===== config.mk =====
export PLATFORM = sky130hd
export DESIGN_NAME = meter_data_record_decoder
export DESIGN_NICKNAME = d
export VERILOG_FILES = /design/src/hdl/mdrd_pkg.sv /design/src/hdl/meter_data_record_decoder.sv /design/src/hdl/mdrd_parser.sv
export VERILOG_INCLUDE_DIRS = /design/src /design/src/hdl
export SDC_FILE = /design/constraint.sdc
export NUM_CORES = 1
export LEC_CHECK = 0
export ABC_CLOCK_PERIOD_IN_PS = 14320
export BUFFER_PORTS_ARGS = -buffer_cell sky130_fd_sc_hd__buf_2
export CORE_MARGIN = 1.5
export CORE_UTILIZATION = 30
export CTS_CLUSTER_DIAMETER = 40
export DETAILED_ROUTE_END_ITERATION = 10
export HOLD_SLACK_MARGIN = 0.12
export SETUP_SLACK_MARGIN = 0.4
export SLEW_MARGIN = 30
export SYNTH_ARGS = -nofsm -noshare
export SYNTH_HDL_FRONTEND = slang
export SYNTH_SLANG_ARGS = --single-unit

===== constraint.sdc =====
create_clock -name i_clk -period 14.32 [get_ports i_clk]
set_input_delay 2.148 -clock i_clk [delete_from_list [all_inputs] [get_ports i_clk]]
set_output_delay 2.148 -clock i_clk [all_outputs]
set_load 0.02 [all_outputs]

===== src/hdl/assert_macros.svh =====
// assertion macros shared by the meter data record decoder
// no dependencies; included by the files that carry assertions
`ifndef ASSERT_MACROS_SVH
`define ASSERT_MACROS_SVH

// antecedent implies consequent in the same cycle
`define MDRD_ASSERT_IMPLIES(label, clk, rst_n, ante, cons) \
    label: assert property (@(posedge clk) disable iff (!rst_n) (ante) |-> (cons)) \
        else $error("assertion failed: implication");

// condition must never be true
`define MDRD_ASSERT_NEVER(label, clk, rst_n, cond) \
    label: assert property (@(posedge clk) disable iff (!rst_n) !(cond)) \
        else $error("assertion failed: forbidden condition");

`endif


===== src/hdl/mdrd_pkg.sv =====
// types, constants and helper functions of the meter data record decoder
// no dependencies; used by mdrd_parser and meter_data_record_decoder
package mdrd_pkg;

    localparam int OFFSET_BITS = 8;

    localparam logic [7:0] END_MARK = 8'h2F;

    localparam logic [1:0] KIND_RECORD = 2'd0;
    localparam logic [1:0] KIND_END    = 2'd1;
    localparam logic [1:0] KIND_BAD    = 2'd2;
    localparam logic [1:0] KIND_TRUNC  = 2'd3;

    localparam logic [2:0] UNIT_NONE   = 3'd0;
    localparam logic [2:0] UNIT_WH     = 3'd1;
    localparam logic [2:0] UNIT_KWH    = 3'd2;
    localparam logic [2:0] UNIT_VOLUME = 3'd3;
    localparam logic [2:0] UNIT_FLOW_T = 3'd4;
    localparam logic [2:0] UNIT_RET_T  = 3'd5;

    typedef struct packed {
        logic [7:0] data_byte;
        logic       last_byte;
    } t_in_item;

    typedef struct packed {
        logic [1:0]  kind;
        logic [7:0]  dif_byte;
        logic [7:0]  vif_byte;
        logic [2:0]  unit_code;
        logic [63:0] record_value;
        logic [3:0]  value_length;
        logic        value_not_available;
        logic [7:0]  record_number;
        logic [7:0]  record_offset;
        logic        done_res;
    } t_res_item;

    typedef struct packed {
        logic      valid;
        t_res_item item;
    } t_step_res;

    // data byte count from the dif low nibble
    function automatic logic [3:0] len_of_dif(input logic [7:0] dif);
        logic [3:0] len;
        case (dif[3:0])
            4'd5:    len = 4'd4;
            4'd6:    len = 4'd6;
            4'd7:    len = 4'd8;
            4'd0, 4'd1, 4'd2, 4'd3, 4'd4: len = dif[3:0];
            default: len = 4'd0;
        endcase
        return len;
    endfunction

    function automatic logic [2:0] unit_of_vif(input logic [7:0] vif);
        logic [2:0] unit;
        unique case (vif[6:0])
            7'h06:   unit = UNIT_WH;
            7'h07:   unit = UNIT_KWH;
            7'h13:   unit = UNIT_VOLUME;
            7'h5B:   unit = UNIT_FLOW_T;
            7'h5C:   unit = UNIT_RET_T;
            default: unit = UNIT_NONE;
        endcase
        return unit;
    endfunction

    // byte position clipped to the 8 bit offset field
    function automatic logic [7:0] sat_off(input logic [OFFSET_BITS-1:0] v);
        logic [OFFSET_BITS-1:0] lim;
        lim = OFFSET_BITS'(8'hFF);
        return (v > lim) ? 8'hFF : v[7:0];
    endfunction

endpackage


===== src/hdl/meter_data_record_decoder.sv =====
// Meter data record decoder. Takes one decrypted payload byte per clock unless
// stalled, skips start_offset leading bytes and parses dif/dife/vif/vife/data
// records, giving at most one result per byte. Throughput is one byte per
// cycle; a result appears in the output register the cycle after the byte that
// completes it. The whole parse step is a single pass through mdrd_parser,
// so the only reason to stall input is a full result register that is itself
// stalled. start_offset is written through the config channel, which is always
// ready. Depends on mdrd_pkg, mdrd_parser and assert_macros.svh.
`include "assert_macros.svh"

module meter_data_record_decoder (
    input  logic                i_clk,
    input  logic                i_rst_n,
    input  logic                i_cfg_valid,
    output logic                o_cfg_ready,
    input  logic [7:0]          i_cfg_data,
    input  logic                i_in_valid,
    output logic                o_in_stall,
    input  mdrd_pkg::t_in_item  i_in_data,
    output logic                o_res_valid,
    input  logic                i_res_stall,
    output mdrd_pkg::t_res_item o_res_data
);
    import mdrd_pkg::*;

    logic [7:0] r_start_offset;
    logic       r_res_valid, n_res_valid;
    t_res_item  r_res;
    logic       in_accept;
    t_step_res  step;

    assign o_cfg_ready = 1'b1;
    assign o_in_stall  = r_res_valid & i_res_stall;
    assign in_accept   = i_in_valid & ~o_in_stall;

    mdrd_parser u_parser (
        .i_clk          (i_clk),
        .i_rst_n        (i_rst_n),
        .i_step         (in_accept),
        .i_item         (i_in_data),
        .i_start_offset (r_start_offset),
        .o_res          (step)
    );

    // result register keeps its transaction while stalled downstream
    assign n_res_valid = in_accept ? step.valid : (r_res_valid & i_res_stall);

    always_ff @(posedge i_clk) begin
        if (!i_rst_n) begin
            r_start_offset <= '0;
            r_res_valid    <= 1'b0;
        end else begin
            if (i_cfg_valid && o_cfg_ready) begin
                r_start_offset <= i_cfg_data;
            end
            r_res_valid <= n_res_valid;
        end
    end

    always_ff @(posedge i_clk) begin
        if (in_accept && step.valid) begin
            r_res <= step.item;
        end
    end

    assign o_res_valid = r_res_valid;
    assign o_res_data  = r_res;

    `MDRD_ASSERT_IMPLIES(a_stop_is_final, i_clk, i_rst_n, o_res_valid && o_res_data.kind != KIND_RECORD, o_res_data.done_res)
    `MDRD_ASSERT_IMPLIES(a_stop_has_no_value, i_clk, i_rst_n, o_res_valid && (o_res_data.kind == KIND_END || o_res_data.kind == KIND_BAD), o_res_data.record_value == 64'd0 && o_res_data.value_length == 4'd0 && o_res_data.vif_byte == 8'd0)
    `MDRD_ASSERT_IMPLIES(a_nav_length, i_clk, i_rst_n, o_res_valid && o_res_data.value_not_available, o_res_data.value_length == 4'd1 || o_res_data.value_length == 4'd2 || o_res_data.value_length == 4'd4)
    `MDRD_ASSERT_NEVER(a_length_range, i_clk, i_rst_n, o_res_valid && o_res_data.value_length > 4'd8)

endmodule


===== src/hdl/mdrd_parser.sv =====
// byte-serial dif/vif record parser: phase state and the one-pass step logic
// depends on mdrd_pkg
module mdrd_parser (
    input  logic               i_clk,
    input  logic               i_rst_n,
    input  logic               i_step,
    input  mdrd_pkg::t_in_item i_item,
    input  logic [7:0]         i_start_offset,
    output mdrd_pkg::t_step_res o_res
);
    import mdrd_pkg::*;

    typedef enum logic [2:0] {
        PH_SKIP = 3'd0,
        PH_DIF  = 3'd1,
        PH_DIFE = 3'd2,
        PH_VIF  = 3'd3,
        PH_VIFE = 3'd4,
        PH_DATA = 3'd5
    } t_phase;

    localparam logic [OFFSET_BITS-1:0] POS_MAX = {OFFSET_BITS{1'b1}};

    t_phase                 r_phase, n_phase;
    logic [OFFSET_BITS-1:0] r_pos, n_pos;
    logic [7:0]             r_dif, n_dif;
    logic [7:0]             r_vif, n_vif;
    logic [3:0]             r_left, n_left;
    logic [63:0]            r_acc, n_acc;
    logic [7:0]             r_seen, n_seen;
    logic [OFFSET_BITS-1:0] r_hdr, n_hdr;
    logic                   r_stopped, n_stopped;

    logic [7:0] b;
    logic       take;
    logic       emit;
    logic [2:0] lane;
    logic [3:0] emit_len;
    t_step_res  res;

    assign b = i_item.data_byte;

    always_comb begin
        n_phase   = r_phase;
        n_pos     = (r_pos != POS_MAX) ? r_pos + OFFSET_BITS'(1) : r_pos;
        n_dif     = r_dif;
        n_vif     = r_vif;
        n_left    = r_left;
        n_acc     = r_acc;
        n_seen    = r_seen;
        n_hdr     = r_hdr;
        n_stopped = r_stopped;
        take      = 1'b0;
        emit      = 1'b0;
        res       = '0;
        lane      = 3'(len_of_dif(r_dif) - r_left);
        emit_len  = '0;

        if (!r_stopped) begin
            unique case (r_phase)
                PH_SKIP: begin
                    if (r_pos >= OFFSET_BITS'(i_start_offset)) begin
                        take = 1'b1;
                    end
                end
                PH_DIF: begin
                    take = 1'b1;
                end
                PH_DIFE: begin
                    if (!b[7]) begin
                        n_phase = PH_VIF;
                    end
                end
                PH_VIF: begin
                    n_vif = b;
                    if (b[7]) begin
                        n_phase = PH_VIFE;
                    end else if (r_left == 4'd0) begin
                        emit = 1'b1;
                    end else begin
                        n_phase = PH_DATA;
                    end
                end
                PH_VIFE: begin
                    if (!b[7]) begin
                        if (r_left == 4'd0) begin
                            emit = 1'b1;
                        end else begin
                            n_phase = PH_DATA;
                        end
                    end
                end
                PH_DATA: begin
                    n_acc  = r_acc | ({56'd0, b} << {lane, 3'b000});
                    n_left = (r_left != 4'd0) ? r_left - 4'd1 : r_left;
                    emit   = (n_left == 4'd0);
                end
                default: begin
                    n_phase = PH_SKIP;
                end
            endcase
        end

        if (take) begin
            if (b == END_MARK || b[3:0] > 4'd7) begin
                res.valid              = 1'b1;
                res.item.kind          = (b == END_MARK) ? KIND_END : KIND_BAD;
                res.item.dif_byte      = b;
                res.item.record_number = r_seen;
                res.item.record_offset = sat_off(r_pos);
                res.item.done_res      = 1'b1;
                n_stopped              = 1'b1;
            end else begin
                n_dif   = b;
                n_vif   = '0;
                n_acc   = '0;
                n_left  = len_of_dif(b);
                n_hdr   = r_pos;
                n_phase = b[7] ? PH_DIFE : PH_VIF;
            end
        end

        if (emit) begin
            emit_len = len_of_dif(n_dif);
            n_seen   = (r_seen != 8'hFF) ? r_seen + 8'd1 : r_seen;
            n_phase  = PH_DIF;
            res.valid                    = 1'b1;
            res.item.kind                = KIND_RECORD;
            res.item.dif_byte            = n_dif;
            res.item.vif_byte            = n_vif;
            res.item.unit_code           = unit_of_vif(n_vif);
            res.item.record_value        = n_acc;
            res.item.value_length        = emit_len;
            res.item.value_not_available =
                (emit_len == 4'd4 && n_acc == 64'h0000_0000_FFFF_FFFF) ||
                (emit_len == 4'd2 && n_acc == 64'h0000_0000_0000_FFFF) ||
                (emit_len == 4'd1 && n_acc == 64'h0000_0000_0000_00FF);
            res.item.record_number       = n_seen;
            res.item.record_offset       = sat_off(r_hdr);
        end

        if (i_item.last_byte) begin
            if (res.valid) begin
                res.item.done_res = 1'b1;
            end else if (!r_stopped) begin
                // payload ended in skip phase or mid record
                res.valid              = 1'b1;
                res.item.kind          = KIND_TRUNC;
                res.item.dif_byte      = n_dif;
                res.item.vif_byte      = n_vif;
                res.item.record_number = n_seen;
                res.item.record_offset = sat_off(n_hdr);
                res.item.done_res      = 1'b1;
            end
            // re-arm for the next payload
            n_phase   = PH_SKIP;
            n_pos     = '0;
            n_dif     = '0;
            n_vif     = '0;
            n_left    = '0;
            n_acc     = '0;
            n_seen    = '0;
            n_hdr     = '0;
            n_stopped = 1'b0;
        end
    end

    always_ff @(posedge i_clk) begin
        if (!i_rst_n) begin
            r_phase   <= PH_SKIP;
            r_pos     <= '0;
            r_dif     <= '0;
            r_vif     <= '0;
            r_left    <= '0;
            r_acc     <= '0;
            r_seen    <= '0;
            r_hdr     <= '0;
            r_stopped <= 1'b0;
        end else if (i_step) begin
            r_phase   <= n_phase;
            r_pos     <= n_pos;
            r_dif     <= n_dif;
            r_vif     <= n_vif;
            r_left    <= n_left;
            r_acc     <= n_acc;
            r_seen    <= n_seen;
            r_hdr     <= n_hdr;
            r_stopped <= n_stopped;
        end
    end

    assign o_res = res;

endmodule

Word-level counts from Yosys, hierarchy flattened
Index checks and enable logic that the tools add are counted.
- register bits: 228
- input bits: 22
- output and inout bits: 110
- logic and storage cells: 169
- add/sub/neg operators: 4
- order comparisons: 5
- equality and inequality tests: 40
- shift operators: 1
- multiplexer cells: 70
- bitwise logic cells: 4
- reductions and logical operators: 24
- operator list (kind ; number):
    64-bit two-way mux ; 5
    8-bit two-way mux ; 19
    107-bit two-way mux ; 1
    17-bit two-way mux ; 4
    64-bit by 16-bit == test with 1-bit output (second input constant) ; 1
    64-bit by 32-bit == test with 1-bit output (second input constant) ; 1
    64-bit by 8-bit == test with 1-bit output (second input constant) ; 1
    64-bit OR ; 1
    8-bit by 6-bit left shift with 64-bit output ; 1
    19-bit two-way mux ; 3
    4-bit by 3-bit == test with 1-bit output (second input constant) ; 13
    4-bit one-hot mux with 4 select lines ; 2
    4-bit by 2-bit == test with 1-bit output (second input constant) ; 7
    4-bit two-way mux ; 7
    3-bit two-way mux ; 9
    8-bit > comparator (second input constant) ; 3
    3-bit one-hot mux with 4 select lines ; 2
    11-bit two-way mux ; 2
    4-bit logical NOT ; 5
    8-bit by 1-bit adder with 8-bit output (second input constant) ; 2
    4-bit by 1-bit == test with 1-bit output (second input constant) ; 4
    16-bit two-way mux ; 1
    8-bit != test (second input constant) ; 2
    3-bit one-hot mux with 5 select lines ; 1
    26 further kinds ; 51

Longest topological paths before layout
Gate-level depths: netlist of run 1.
- word-level depth: 19
- mapped depth: 15
- gate-level depth less buffers: 12

Modules after synthesis
Synthesis of run 1 repeated with hierarchy kept, for this count alone.
- cells, all modules: 1048
- area, all modules: 10177.3 um^2
- modules (own cells, without submodules) (module ; times used ; cells each ; area each (um^2) ; seq. area each (um^2)):
    mdrd_parser ; 1 ; 907 ; 6602.6 ; 2242.2
    meter_data_record_decoder ; 1 ; 141 ; 3574.7 ; 3393.3

Worst setup path after synthesis of run 1
No wires, ideal clock.
- kind: input to register
- start point: input i_in_data[8] (netlist bit)
- end point: register r_res, in the netlist o_res_data[0] (enable)
- library setup time: 576 ps
- arrival time: 7608 ps
- data required time: 13744 ps
- path slack: 6136 ps
- stages on the path: 4
- path buffers: 0
- cell sequence: or3_1 -> o31ai_1 -> nor3_1 -> nor2_1
- word-level cells in the longest chain between the ends: 8
- elaborated cells on any way between the ends: 11
- those cells by class: 1 x eq/ne; 8 x mux; 2 x reduce/logical
- RTL lines (item ; RTL line ; text):
    start, declared ; meter_data_record_decoder.sv:19 ; input mdrd_pkg::t_in_item i_in_data,
    8-bit by 6-bit == test with 1-bit output ; mdrd_parser.sv:105 ; if (b == END_MARK || b[3:0] > 4'd7) begin
    1-bit logical OR ; mdrd_parser.sv:105 ;
    11-bit two-way mux ; mdrd_parser.sv:105 ;
    11-bit two-way mux ; mdrd_parser.sv:104 ; if (take) begin
    107-bit two-way mux * ; mdrd_parser.sv:123 ; if (emit) begin
    19-bit two-way mux ; mdrd_parser.sv:143 ; if (res.valid) begin
    19-bit two-way mux * ; mdrd_parser.sv:142 ; if (i_item.last_byte) begin
    1-bit logical AND * ; meter_data_record_decoder.sv:61 ; if (in_accept && step.valid) begin
    end signal, assigned ; meter_data_record_decoder.sv:62 ; r_res <= step.item;
    end, declared ; meter_data_record_decoder.sv:28 ; t_res_item r_res;
Mark *: on every way between the ends. The rest lies on a longest branch, timed or not.
A chain may end at the register's enable or synchronous reset.

Final worst setup path of run 1
- start point: input i_res_stall
- end point: output o_in_stall
- word-level cells in the longest chain between the ends: 1
- RTL lines (item ; RTL line ; text):
    start, declared ; meter_data_record_decoder.sv:21 ; input logic i_res_stall,
    1-bit AND ; meter_data_record_decoder.sv:33 ; assign o_in_stall = r_res_valid & i_res_stall;
    end, declared ; meter_data_record_decoder.sv:18 ; output logic o_in_stall,
Every way passes these cells.

==> results of run 1 <==
sequential cells by signal, summed over array words and instances (netlist names):
name                cells
r_start_offset          8
u_parser.r_hdr          8
o_res_data            107
u_parser.r_vif          8
u_parser.r_acc         64
u_parser.r_dif          8
u_parser.r_seen         8
u_parser.r_stopped      1
u_parser.r_phase        3
u_parser.r_left         4
o_res_valid             1
u_parser.r_pos          8
cell usage after synthesis, types with 3 or more instances:
master | count | area share, %
o31ai_1 | 6 | 0.43
a21boi_0 | 5 | 0.36
nor3_1 | 23 | 1.1
a311oi_1 | 3 | 0.25
and3_1 | 25 | 1.5
a31o_2 | 3 | 0.25
and2_1 | 11 | 0.66
o21ai_0 | 24 | 1.1
buf_2 | 15 | 0.72
o211ai_1 | 3 | 0.22
nand4b_1 | 4 | 0.33
nor2_1 | 119 | 4.3
a21boi_2 | 3 | 0.32
a21oi_1 | 100 | 4.8
a31oi_1 | 23 | 1.4
edfxtp_1 | 107 | 31
buf_1 | 5 | 0.18
a21o_1 | 6 | 0.43
dfxtp_1 | 121 | 23
a22oi_1 | 33 | 2.4
ha_1 | 12 | 1.4
nand3b_1 | 5 | 0.36
buf_6 | 4 | 0.43
nor2b_1 | 80 | 4.8
nor4_1 | 21 | 1.3
o21a_1 | 4 | 0.29
mux2_2 | 3 | 0.32
nand2_1 | 48 | 1.7
nand3_1 | 10 | 0.48
mux2i_1 | 14 | 1.3
xor2_1 | 4 | 0.33
a32oi_1 | 35 | 2.9
inv_1 | 18 | 0.65
nand4_1 | 6 | 0.36
a211oi_1 | 3 | 0.22
clkbuf_1 | 67 | 2.4
a2111oi_0 | 4 | 0.33
or4_1 | 4 | 0.29
or3_1 | 3 | 0.18
nor3b_1 | 6 | 0.43
nand2b_1 | 7 | 0.42
a22o_1 | 19 | 1.6
per-stage QoR:
step | cell area, µm² | util (%) | hold slack [ns] | std cells | power [W]
finish | 12590 | 36.55 | 0.4725 | 1616 | 0.001682
global route | 12590 | 36.55 | 0.4967 | 1616 | 0.001739
CTS | 12590 | 36.54 | 0.4717 | 1616 | 0.001695
detailed placement | 11420 | 33.14 | 0.4578 | 1553 | 0.0008531
global placement | 11410 | 33.12 | 0.4468 | 1553 | 0.0008528
floorplan | 10470 | - | 0.4375 | 1047 | 0.0008086
kinds of logic (layout without fill, tap and decap cells):
kind of cell | count (synthesis) | after routing
AOI/OAI and AO/OA | 288 | 288
xor gates and xnor gates | 6 | 6
adders and majority gates | 13 | 13
buffers and inverters | 110 | 224
DFF | 228 | 228
muxes | 17 | 17
other | 1 | 1
and+or+nand+nor | 384 | 384
power by group:
group / switching (W) / leakage [nW] / total, W / internal, W
clock network: 0.000330 / 0.545 / 0.000842 / 0.000512
logic: 0.0000954 / 1.88 / 0.000127 / 0.0000321
registers: 0.00000836 / 2.02 / 0.000712 / 0.000703
how the worst min path moves through the flow:
stage	startpoint	endpoint	slack [ns]
2_1_floorplan	u_parser.r_acc[55]	u_parser.r_acc[55]	0.44
3_3_place_gp	u_parser.r_acc[48]	u_parser.r_acc[48]	0.45
3_5_place_dp	u_parser.r_acc[22]	u_parser.r_acc[22]	0.46
4_1_cts	u_parser.r_acc[22]	u_parser.r_acc[22]	0.47
5_1_grt	u_parser.r_acc[48]	u_parser.r_acc[48]	0.50
6_report	u_parser.r_acc[22]	u_parser.r_acc[22]	0.47
layer usage:
layer  up-vias  track usage [%]  share of wire (%)
met4         4            5.067                2.3
met5         -                0              0.079
met3        62            3.800                7.1
met2       304            25.80                 45
li1       4049                -                  -
met1      4096            22.85                 46
cell type report:
cell class,count,area [µm²]
inverter,18,67.56
clock inverter,24,251.5
sequential,228,5635
multi-input combinational,709,4400
clock buffer,39,922.1
timing repair buffer,143,748.2
tap,455,569.3
fill,3479,21860
worst max-delay path: cells and delay by family:
family | cells | cell delay [ns]
buf+inv | 3 | 0.33
simple gates | 1 | 0.16
==> qor.txt, run 1 <==
Status = complete, no violations
Pre-CTS setup slack = 9.217 ns
F_max = 0.2086 GHz
Worst-Margin Slew = 0.8844 ns
Area share of fa/ha/maj cells after synthesis = 1.626%
Largest family of logic cells by synthesized area = simple AND/OR/NAND/NOR gates
FP Rows = 68
Post-Route WL = 30240 µm
Sequential share of the synthesized area = 53.85%
Largest net degree at the start of global routing = 92
Synth Area in Simple Gates = 19.26%
TritonCTS clock tree = built
Cell chain of the critical path = buf_2 > nand2_1 > inv_1 > buf_2
Most common cell after layout, fill and taps aside = buf_2
Cells on Worst Hold Path = 2
Compound-Gate Fraction of Synth Area = 18.62%
Cts hold-fix bufs = 0
CTS buffer count = 35
VDD IR max = 65.25 µV
Max clock buf depth = 3
Drc violations = 0
Number of synthesized flops with an enable pin = 107
Slew HR = 40.64%
Reg2Reg Setup Slack = 10.38 ns
DR pass1 iterations = 5
# setup viols final = 0
Antenna viol nets, final = 0
Setup TNS Final = 0 ns
Setup CP Type = input port to primary output
Vias = 8515
Fin. Hold Viols = 0
Starting DRT DRC Count = 796
Area growth, synth to finish = 20.35%
Power density cells = 133.5 nW/µm²
Clock Sinks = 228
CP startpoint kind = input port
Final period util = 33.48%
Final net count = 1170
CP Data Required Time = 12.17 ns
Final worst slack = 9.526 ns
N_diodes = 0
WP data arrival = 2.65 ns
Die height = 189.8 µm
Gr ovfl total = 0
DR vias/cell = 5.269
Register bit total from synthesis = 228
Die X = 189.8 µm
Max cap viols = 0
Max Slew Vio Count = 0
CTS clk-pin slew, worst paths = 0.05 ns
Post-synth top flop = dfxtp_1
Mapped cell area = 10470 µm²
Starting density of the core = 30.37%
Post-synthesis mux area share = 1.662%
I/O pin total = 132
H-tree levels = 2
HP Class = register to register
Reg2reg path depth = 12
CP most frequent cell = buf_2
CP peak stage delay = 0.16 ns
Clock Tree Root = clkbuf_16
Tmin final = 4.794 ns
I/O Buffers = 130
Post-Synth XOR/XNOR Area = 0.5022%
CP Capture Type = primary output
Core box area = 34460 µm²
Async S/R FF share, synth = 0%
Crit path to = o_in_stall
GRT Overall Usage = 16.59%
Resized cells post-CTS = 0
Syn Nets = 1082
Gp weighted congestion = 0.7912
Static leakage = 4.437 nW
First-pass GRT wire length = 47210 µm
Antenna violations before repair = 2
Die area = 36010 µm²
Setup bufs post-CTS = 0
Slowest CP cell = nand2_1
Post-synth cell types = 69
CP max FO = 4
RR Endpoint = o_res_data[17]
Final HPWL DP = 19130 µm
Yosys warnings = 0
Worst skew pair latency = 0.52 ns
Vias in the first global route = 8141
Leading cell types in the layout, fill and taps excluded = 130 x buf_2, 121 x dfxtp_1, 117 x nor2_1
Layout cells sized above 1 = 19.47%
FF-to-FF Start = u_parser.r_dif[2]
Post-synthesis instance total = 1047
WL/cell = 18.71 µm
RSZ-0062 raised after global routing = false
Syn Area/Cell = 9.995 µm²
Worst setup startpoint = i_res_stall
Clock skew = 0.03521 ns
(Power assumes the default switching activity.)
==> run 2, diff against run 1 <==
--- a/config.mk
+++ b/config.mk
@@ -6,7 +6,7 @@
 export SDC_FILE = /design/constraint.sdc
 export NUM_CORES = 1
 export LEC_CHECK = 0
-export ABC_CLOCK_PERIOD_IN_PS = 14320
+export ABC_CLOCK_PERIOD_IN_PS = 4090
 export BUFFER_PORTS_ARGS = -buffer_cell sky130_fd_sc_hd__buf_2
 export CORE_MARGIN = 1.5
 export CORE_UTILIZATION = 30
==> constraint.sdc (replaced) <==
create_clock -name i_clk -period 4.09 [get_ports i_clk]
set_input_delay 0.6135 -clock i_clk [delete_from_list [all_inputs] [get_ports i_clk]]
set_output_delay 0.6135 -clock i_clk [all_outputs]
set_load 0.02 [all_outputs]
==> qor.txt, run 2 (synthesis results as in run 1) <==
Status = complete, no violations
Core box area = 34460 µm²
Clk pwr share = 50.5%
Vias in the first global route = 8300
CP Capture Type = register
Worst skew pair latency = 0.50 ns
Met2 Usage GRT = 26.32%
TritonCTS clock tree = built
Clock Sinks = 228
CP Data Required Time = 4.46 ns
Met3 usage = 4.335%
Global routing's busiest layer = met2
F_max = 0.2835 GHz
HP Class = input port to register
Max clock buf depth = 3
Largest net degree at the start of global routing = 68
Worst-Margin Slew = 0.9217 ns
Max cap viols = 0
CP max FO = 17
Setup bufs post-CTS = 0
First-pass GRT wire length = 48450 µm
Drc violations = 0
I/O Buffers = 130
Gr ovfl total = 0
Pre-CTS setup slack = 0.5095 ns
WP data arrival = 3.90 ns
Final net count = 1182
Tmin final = 3.527 ns
Internal power = 0.004546 W
DR pass1 iterations = 5
Post-Route WL = 31230 µm
DR vias/cell = 5.337
I/O pin total = 132
Inst Count DP = 1565
Starting DRT DRC Count = 781
Clock skew = 0.01859 ns
Fin. Hold Viols = 0
Final period util = 86.24%
Max Slew Vio Count = 0
CTS clk-pin slew, worst paths = 0.06 ns
CTS buffer count = 35
Sw Ratio = 24.00%
Gp weighted congestion = 0.8590
Cells on Worst Hold Path = 3
Die X = 189.8 µm
RSZ-0062 raised after global routing = true
Vias = 8683
Leading cell types in the layout, fill and taps excluded = 130 x buf_2, 121 x dfxtp_1, 117 x nor2_1
Max FFs per register = 107
Setup TNS Final = 0 ns
VDD IR max = 257.6 µV
Final worst slack = 0.5626 ns
Cts hold-fix bufs = 0
Filler instances = 3429
Static leakage = 4.534 nW
Slew HR = 38.41%
Area growth, synth to finish = 21.46%
Starting density of the core = 30.37%
Most common cell after layout, fill and taps aside = buf_2
Clock Tree Root = clkbuf_16
Layout cells sized above 1 = 19.97%
Switching power = 0.001436 W
Fin cells = 1627
WL/cell = 19.19 µm
Die area = 36010 µm²
H-tree levels = 2
N_diodes = 0
CP startpoint kind = register
Setup CP Type = register to register
Reg2reg path depth = 12
GRT met1 Usage = 23.47%
FP Rows = 68
Antenna viol nets, final = 0
Final HPWL DP = 20230 µm
Sequential share of power = 41.7%
Power density cells = 470.6 nW/µm²
Antenna violations before repair = 2
Die height = 189.8 µm
GRT Overall Usage = 17.17%
Combinational share of power = 7.8%
# setup viols final = 0
[run 2: worst paths after layout]
check | slack, ns | startpoint | endpoint
worst max-delay path | 0.56 | u_parser.r_dif[2] | o_res_data[17]
worst min-delay path | 0.37 | i_cfg_data[3] | r_start_offset[3]
worst max register to register | 0.56 | u_parser.r_dif[2] | o_res_data[17]
worst min register to register | 0.47 | u_parser.r_acc[7] | u_parser.r_acc[7]
[run 2: worst max-delay path: stages, from the launching register on]
cell      delay [ns]
dfxtp_1         0.34
nor2_1          0.11
nand2_1         0.14
ha_1            0.24
fa_1            0.40
xor2_1          0.20
or3_1           0.36
and3_2          0.46
a21oi_1         0.14
nand4b_1        0.23
nor4_1          0.34
and4b_1         0.28
o2111a_1        0.17
[run 2: final cells by class]
type                       instances  area (µm²)  area share (%)
clock buffer                      45       985.9           7.757
timing repair buffer             155       838.3           6.595
inverter                          18       67.56          0.5316
clock inverter                    17       214.0           1.683
sequential                       228        5635           44.34
multi-input combinational        709        4400           34.62
tap                              455       569.3           4.479
[run 2: layer usage]
metal / vias up / part of all wire [%]
met5: - / 0.054
met1: 4195 / 44
met3: 68 / 8.6
met2: 339 / 45
li1: 4077 / -
met4: 4 / 2.8
[run 2: stage by stage]
step                      utilization [%]  instance area, µm²  hold WS (ns)  power [W]
after global placement              33.38               11500        0.4479   0.003003
after global routing                36.89               12710        0.3798   0.006183
after detailed placement            33.39               11510        0.4575   0.003007
after CTS                           36.87               12710        0.3559   0.006054
after floorplan                         -               10480        0.4375   0.002824
final                               36.89               12710        0.3656   0.005981
[run 2: what timing repair did]
| item | 4_1_cts | 5_1_grt |
|---|---|---|
| endpoints found under the hold margin | 0 | 0 |
| resized for setup | 0 | 4 |
| setup endpoints to repair | 0 | 22 |
[run 2: power by group through the flow]
| stage | Clock (W) | Combinational, W | Sequential [W] |
|---|---|---|---|
| 2_1_floorplan | 0 | 0.000213 | 0.00261 |
| 3_3_place_gp | 0 | 0.000463 | 0.00254 |
| 3_5_place_dp | 0 | 0.000467 | 0.00254 |
| 4_1_cts | 0.00309 | 0.000468 | 0.00249 |
| 5_1_grt | 0.00318 | 0.000499 | 0.00250 |
| 6_report | 0.00302 | 0.000467 | 0.00249 |
==> run 3, diff against run 2 <==
--- a/config.mk
+++ b/config.mk
@@ -9,12 +9,15 @@
 export ABC_CLOCK_PERIOD_IN_PS = 4090
 export BUFFER_PORTS_ARGS = -buffer_cell sky130_fd_sc_hd__buf_2
 export CORE_MARGIN = 1.5
-export CORE_UTILIZATION = 30
+export CORE_UTILIZATION = 45
+export CTS_BUF_LIST = sky130_fd_sc_hd__clkbuf_4 sky130_fd_sc_hd__clkbuf_8 sky130_fd_sc_hd__clkbuf_16
 export CTS_CLUSTER_DIAMETER = 40
 export DETAILED_ROUTE_END_ITERATION = 10
 export HOLD_SLACK_MARGIN = 0.12
+export PLACE_DENSITY = 0.67
 export SETUP_SLACK_MARGIN = 0.4
 export SLEW_MARGIN = 30
 export SYNTH_ARGS = -nofsm -noshare
 export SYNTH_HDL_FRONTEND = slang
 export SYNTH_SLANG_ARGS = --single-unit
+export TNS_END_PERCENT = 5
==> qor.txt, run 3 (synthesis results as in run 1) <==
Final net count = 1175
Pre-CTS setup slack = 0.5993 ns
Die height = 155.5 µm
WP data arrival = 3.85 ns
Final period util = 86.64%
F_max = 0.2822 GHz
TritonCTS clock tree = built
Max FFs per register = 107
CP Data Required Time = 4.39 ns
Layout cells sized above 1 = 20.00%
Antenna viol nets, final = 0
DR pass1 iterations = 5
CP Capture Type = register
Largest net degree at the start of global routing = 68
WL/cell = 19.27 µm
Gp weighted congestion = 0.8781
Antenna violations before repair = 0
Drc violations = 0
Power density cells = 457.1 nW/µm²
CP max FO = 10
Reg2Reg Setup Slack = 0.55 ns
DR vias/cell = 5.941
H-tree levels = 1
Clock skew = 0.01387 ns
Die X = 155.5 µm
GRT Overall Usage = 22.76%
RSZ-0062 raised after global routing = true
CTS clk-pin slew, worst paths = 0.06 ns
Worst-Margin Slew = 0.9725 ns
Gr ovfl total = 0
First-pass GRT wire length = 43610 µm
Die area = 24180 µm²
Setup CP Type = register to register
CP startpoint kind = register
Worst skew pair latency = 0.55 ns
Max clock buf depth = 3
Leading cell types in the layout, fill and taps excluded = 130 x buf_2, 121 x dfxtp_1, 118 x nor2_1
Max cap viols = 0
Fin. Hold Viols = 0
Most common cell after layout, fill and taps aside = buf_2
Final worst slack = 0.5465 ns
Clock Tree Root = clkbuf_16
I/O pin total = 132
CTS buffer count = 31
Area growth, synth to finish = 17.93%
Clock Sinks = 228
Starting density of the core = 46.08%
Max Slew Vio Count = 0
Setup TNS Final = 0 ns
VDD IR max = 278.6 µV
Final Util = 54.35%
Post-Route WL = 27940 µm
Final HPWL DP = 17490 µm
HP Class = input port to register
Static leakage = 4.453 nW
Starting DRT DRC Count = 631
Vias in the first global route = 7942
Tmin final = 3.543 ns
Slew HR = 34.73%
Status = complete, no violations
# setup viols final = 0
FP Rows = 55
N_diodes = 0
Core box area = 22710 µm²
Vias = 8615
I/O Buffers = 130
==> run 3: area by class of cell <==
class | count | area (µm²)
Clock inverter | 20 | 206.4
Tap cell | 285 | 356.6
Fill cell | 2066 | 10370
Clock buffer | 38 | 858.3
Multi-Input combinational cell | 709 | 4402
Inverter | 18 | 67.56
Timing Repair Buffer | 152 | 815.8
Sequential cell | 228 | 5635
==> run 3: routing by layer <==
metal	routed length, µm	share of wire (%)	GRT usage [%]	vias up
met4	652	2.3	7.483	0
li1	-	-	-	4047
met2	12570	45	35.35	347
met3	1829	6.5	3.120	54
met5	0	0	0	-
met1	12890	46	32.82	4167
==> run 3: worst max-delay path: stages, from the launching register on <==
cell      delay (ns)
dfxtp_1         0.35
nor2_1          0.12
nand2_1         0.13
ha_1            0.23
fa_1            0.40
xor2_1          0.17
or3_1           0.56
a21boi_2        0.47
a21oi_1         0.21
nand4_1         0.18
o21ai_0         0.09
and4b_1         0.26
o2111a_1        0.13
==> run 3: final timing paths <==
| path | startpoint | to | cells past startpoint |
|---|---|---|---|
| worst max-delay path | u_parser.r_dif[2] | o_res_data[17] | 12 |
| worst min-delay path | i_cfg_data[3] | r_start_offset[3] | 3 |
| worst max register to register | u_parser.r_dif[2] | o_res_data[17] | 12 |
| worst min register to register | u_parser.r_acc[48] | u_parser.r_acc[48] | 2 |
==> run 3: what timing repair did <==
action | CTS | global route
buffers inserted | 0 | 0
endpoints found under the setup margin | 0 | 63
gates resized for setup | 0 | 4
hold buffers | 0 | 0
==> run 3: where the power goes <==
group | leakage (nW) | internal (W) | switching (W)
Combinational | 1.92 | 0.000117 | 0.000337
Sequential | 2.02 | 0.00246 | 0.0000244
Clock | 0.516 | 0.00165 | 0.00105
==> run 3: metrics by stage <==
stage          std cells  power (W)  hold WS (ns)  cell area (µm²)
6_report            1450   0.005642        0.3243            12340
5_1_grt             1450   0.005811        0.3230            12340
4_1_cts             1450   0.005682        0.3076            12330
3_5_place_dp        1392   0.002984        0.4587            11270
3_3_place_gp        1392   0.002982        0.4473            11270
2_1_floorplan       1047   0.002824        0.4375            10480
